$ cat config.mk
export PLATFORM = sky130hd
export DESIGN_NAME = bcx_ofifo
export DESIGN_NICKNAME = d
export VERILOG_FILES = /design/src/rtl/bcx_pkg.sv /design/src/rtl/bcx_ofifo.sv
export SDC_FILE = /design/constraint.sdc
export NUM_CORES = 1
export LEC_CHECK = 0
export ABC_CLOCK_PERIOD_IN_PS = 5200
export BUFFER_PORTS_ARGS = -buffer_cell sky130_fd_sc_hd__buf_4
export CAP_MARGIN = 20
export CELL_PAD_IN_SITES_DETAIL_PLACEMENT = 0
export CELL_PAD_IN_SITES_GLOBAL_PLACEMENT = 1
export CORE_ASPECT_RATIO = 1.2
export CORE_MARGIN = 2
export CORE_UTILIZATION = 42
export CTS_CLUSTER_SIZE = 40
export DETAILED_ROUTE_END_ITERATION = 12
export HOLD_SLACK_MARGIN = 0.03
export PLACE_DENSITY = 0.84
export SKIP_CTS_REPAIR_TIMING = 1
export SLEW_MARGIN = 20
export SYNTH_ARGS = -nofsm -noshare
export SYNTH_HDL_FRONTEND = slang
export SYNTH_SLANG_ARGS = --single-unit
$ cat constraint.sdc
create_clock -name i_clk -period 5.2 [get_ports i_clk]
set_input_delay 0.26 -clock i_clk [delete_from_list [all_inputs] [get_ports i_clk]]
set_output_delay 0.26 -clock i_clk [all_outputs]
set_load 0.02 [all_outputs]
$ cat src/rtl/bcx_pkg.sv
// Package: opcodes, result word layout and shared types of the bytecode execute unit.
`timescale 1ns / 1ps

package bcx_pkg;

    localparam logic [7:0] OP_HALT  = 8'h00;
    localparam logic [7:0] OP_MOV32 = 8'h03;
    localparam logic [7:0] OP_LD8   = 8'h04;
    localparam logic [7:0] OP_LD16  = 8'h05;
    localparam logic [7:0] OP_LD32  = 8'h06;
    localparam logic [7:0] OP_ADD   = 8'h07;
    localparam logic [7:0] OP_SUB   = 8'h08;
    localparam logic [7:0] OP_MUL   = 8'h09;
    localparam logic [7:0] OP_JMP   = 8'h0a;
    localparam logic [7:0] OP_BEQ   = 8'h0b;
    localparam logic [7:0] OP_BNE   = 8'h0c;
    localparam logic [7:0] OP_BLT   = 8'h0d;
    localparam logic [7:0] OP_BGT   = 8'h0e;
    localparam logic [7:0] OP_PUSH  = 8'h0f;
    localparam logic [7:0] OP_POP   = 8'h10;
    localparam logic [7:0] OP_LDR   = 8'h11;
    localparam logic [7:0] OP_CALL  = 8'h12;
    localparam logic [7:0] OP_RET   = 8'h13;
    localparam logic [7:0] OP_MOVR  = 8'h14;
    localparam logic [7:0] OP_SHL   = 8'h15;
    localparam logic [7:0] OP_SHR   = 8'h16;
    localparam logic [7:0] OP_AND   = 8'h17;
    localparam logic [7:0] OP_OR    = 8'h18;
    localparam logic [7:0] OP_XOR   = 8'h19;
    localparam logic [7:0] OP_SUBI  = 8'h20;
    localparam logic [7:0] OP_ADDI  = 8'h21;
    localparam logic [7:0] OP_BEQI  = 8'h22;
    localparam logic [7:0] OP_BNEI  = 8'h23;
    localparam logic [7:0] OP_BLTI  = 8'h24;
    localparam logic [7:0] OP_BGTI  = 8'h25;
    localparam logic [7:0] OP_NOP   = 8'hff;

    localparam logic [7:0] LINK_REG       = 8'hfe;
    localparam logic [7:0] START_BANK_RST = 8'hf0;

    typedef enum logic [1:0] {
        K_RUN,
        K_HALT,
        K_BAD,
        K_STOP
    } t_kind;

    typedef struct packed {
        logic        we;
        logic [7:0]  addr;
        logic [31:0] data;
    } t_rf_wr;

    // packed MSB first: next_bank lands in the lowest bits
    typedef struct packed {
        logic        stack_fault;
        logic        bad_opcode;
        logic        halted;
        logic [7:0]  store_byte;
        logic [15:0] store_offset;
        logic [7:0]  store_bank;
        logic        store_valid;
        logic [15:0] next_offset;
        logic [7:0]  next_bank;
    } t_res;

    // instruction length in bytes, 0 for undefined codes
    function automatic logic [3:0] op_length(input logic [7:0] op);
        logic [3:0] len;
        unique case (op)
            OP_NOP, OP_RET:                              len = 4'd1;
            OP_POP, OP_SHL, OP_SHR:                      len = 4'd2;
            OP_ADD, OP_SUB, OP_MUL, OP_MOVR,
            OP_AND, OP_OR, OP_XOR:                       len = 4'd3;
            OP_JMP, OP_CALL:                             len = 4'd4;
            OP_LD8, OP_PUSH, OP_LDR:                     len = 4'd5;
            OP_MOV32, OP_LD16, OP_BEQ, OP_BNE, OP_BLT,
            OP_BGT, OP_SUBI, OP_ADDI:                    len = 4'd6;
            OP_LD32:                                     len = 4'd8;
            OP_BEQI, OP_BNEI, OP_BLTI, OP_BGTI:          len = 4'd9;
            default:                                     len = 4'd0;
        endcase
        return len;
    endfunction

endpackage

$ cat src/rtl/bcx_ofifo.sv
// Three-entry result queue between execute and the output stream.
`timescale 1ns / 1ps

module bcx_ofifo (
    input  logic          i_clk,
    input  logic          i_rst_n,
    input  logic          i_push,
    input  bcx_pkg::t_res i_data,
    input  logic          i_pop,
    output logic          o_valid,
    output bcx_pkg::t_res o_data,
    output logic [1:0]    o_cnt
);

    bcx_pkg::t_res r_q [3];
    logic [1:0]    r_wp;
    logic [1:0]    r_rp;
    logic [1:0]    r_cnt;
    logic          pop;

    assign o_valid = (r_cnt != 2'd0);
    assign o_data  = r_q[r_rp];
    assign o_cnt   = r_cnt;
    assign pop     = i_pop && o_valid;

    always_ff @(posedge i_clk) begin
        if (i_push) begin
            r_q[r_wp] <= i_data;
        end
    end

    always_ff @(posedge i_clk) begin
        if (!i_rst_n) begin
            r_wp  <= '0;
            r_rp  <= '0;
            r_cnt <= '0;
        end else begin
            if (i_push) begin
                r_wp <= (r_wp == 2'd2) ? 2'd0 : r_wp + 2'd1;
            end
            if (pop) begin
                r_rp <= (r_rp == 2'd2) ? 2'd0 : r_rp + 2'd1;
            end
            r_cnt <= r_cnt + {1'b0, i_push} - {1'b0, pop};
        end
    end

endmodule

==> metrics.txt <==
result of the run finished, final reports clean; final hold violation count 0; sequential fraction of the synthesis area 79.15%; syn_nets 483; Die Width 122.1 µm; H-tree levels 4; gp weighted congestion 0.6968; clock edge transition at the registers on the reported setup and hold paths 0.06 ns; utilization after layout 57.39%; main combinational cell family by area after synthesis multiplexers; grt total ovfl 0; fraction of the mapped netlist area in compound gates 4.964%; CP Data Arrival Time 2.15 ns; maximum vdd ir drop 0.2057 mV; Routed Antenna Nets 0; source-to-sink clock delay at the later pin of the worst-skew pair 0.42 ns; number of nets in the final layout 670; startpoint type of the worst setup path flip-flop; Critical Path Sink Type output port; number of port buffers 126; simple-gate portion of the synthesized area 4.431%; clock tree from TritonCTS built; multiplexer share of the synthesized area 8.826%; # DRC 0; Final Critical Period 2.415 ns; Sum Neg Setup Slack 0 ns; global-route wire length before repair 19170 µm; clk sinks 188; Layout area overhead 33.33%; cell at the root of the clock tree clkbuf_16; Pwr per Cell Area 373.1 mW/mm²; deepest clock path buffer count 2; area of the die 0.01780 mm²; proportion of layout cells with a drive suffix above 1 26.90%; register bit total from synthesis 188; effective utilization at floorplan 43.05%; Required @ worst endpoint 4.94 ns; total count of max-transition violations in the final report 0; Boundary Pins 127; Fmax achieved 414.1 MHz; post-route fraction of the period consumed by the critical path 46.44%; number of setup violations in the final report 0; initial drt markers 190; slew at the pin closest to its max-slew limit 1.118 ns; critical-path maximum fanout 60; pin count of the biggest net entering global routing 121; Leak 3.261 nW; Die Height 145.7 µm; RSZ-0062 raised after global routing false; Core Box Area 0.01634 mm²; Post-Synth Adder-Cell Area 0.1779%; drt pass-1 iters 4; number of distinct standard cells referenced by the synthesized netlist 22; Routed WL per cell 15.74 µm; Ys Warns 0; detail-routed via count per cell 4.814; relative slew slack 25.49%; power after layout 3.498 mW; final clock skew 0.009290 ns; via count 3996; vias in the first global route 3817; initial antenna violation count 1; number of buffers added by the clock tree synthesis step 17; Core Rows 51; class of the tightest hold or removal check input port to flip-flop; total routing usage reported by global routing 14.37%; total wire length after detailed routing 13070 µm; instance count of the mapped netlist 418; post-synthesis xor/xnor area fraction 0%; max-cap violations 0; type of the worst setup path flip-flop to output port; total half-perimeter wirelength after legalization and detailed placement 7570 µm; Avg Cell Area, Syn 16.82 µm²; Mapped Area 0.007032 mm²
final timing paths:
path / startpoint / to / slack [ns] / cells after the start
worst min-delay path: i_data[20] / r_q[2][20]$_DFFE_PP_ / 0.05 / 1
worst max register to register: r_wp[0]$_SDFFE_PN0P_ / r_q[1][4]$_DFFE_PP_ / 3.01 / 3
worst max-delay path: flip-flop / o_data[15] / 2.79 / 3
worst min register to register: r_rp[0]$_SDFFE_PN0P_ / flip-flop / 0.51 / 2
per-layer routing:
| layer | share of wire, % | vias to the layer above | global-route usage [%] |
|---|---|---|---|
| met5 | 0 | - | 0 |
| met4 | 0.59 | 0 | 5.000 |
| met3 | 6.2 | 10 | 5.995 |
| met2 | 51 | 118 | 24.05 |
| met1 | 42 | 1921 | 16.52 |
| li1 | - | 1947 | - |
registers in the layout, indices dropped and copies added (netlist names), named ones only:
signal,cells
r_rp,2
r_q,180
o_cnt,2
r_wp,2
cell usage in the layout (no fill, tap or decap), drive strengths merged, types with 5 or more instances in the layout:
cell type,count
buf,131
bufinv,5
clkbuf,18
clkinv,6
dfxtp,8
dlygate4sd3,58
edfxtp,180
mux2i,62
nand2,65
o21ai,66
cell type report:
cell class | count | area [µm²]
fill | 1313 | 6960
clock buffer | 18 | 429.2
sequential | 188 | 5573
multi-input combinational | 208 | 1320
clock inverter | 13 | 197.7
inverter | 1 | 3.754
tap | 212 | 265.3
antenna | 1 | 2.502
timing repair buffer | 189 | 1584
cell usage after synthesis:
library cell,number,area [µm²]
buf_6,1,11.26
buf_8,6,90.09
clkbuf_1,2,7.510
or2_2,1,6.260
o21ai_0,5,25.02
and2_1,1,6.260
nor2_1,3,11.26
nand3_1,2,10.01
nor3b_1,1,7.510
nor2b_1,2,12.51
o21ai_1,60,300.3
edfxtp_1,180,5405
buf_2,12,60.06
mux2i_1,62,620.6
nand2b_1,1,6.260
ha_1,1,12.51
o21a_1,2,15.01
o21ai_2,1,8.760
nand3b_1,1,7.510
inv_1,1,3.750
nand2_1,65,244.0
dfxtp_1,8,160.2
report_power, final:
part           internal (mW)  switching (mW)
combinational          0.180           0.193
sequential              1.73          0.0403
clock                  0.846           0.507
stage by stage:
step | instance area, µm² | std cells | hold slack (ns) | setup slack [ns]
after global placement | 8138 | 739 | 0.4529 | 2.996
after floorplan | 7037 | 418 | 0.3589 | 1.746
final | 9375 | 830 | 0.04818 | 2.785
after global routing | 9375 | 830 | 0.03272 | 2.651
after CTS | 8765 | 770 | 0.006631 | 2.733
after detailed placement | 8138 | 739 | 0.4554 | 2.979
critical path, cell delays in order (launching register included):
cell     delay, ns
dfxtp_4       1.08
mux2i_1       0.19
o21ai_1       0.22
buf_4         0.18
cell families after synthesis:
group	after synthesis
mux	62
buf+inv	22
fa+ha+maj	1
compound gates	68
simple gates	77
flops	188
(Power assumes the default switching activity.)
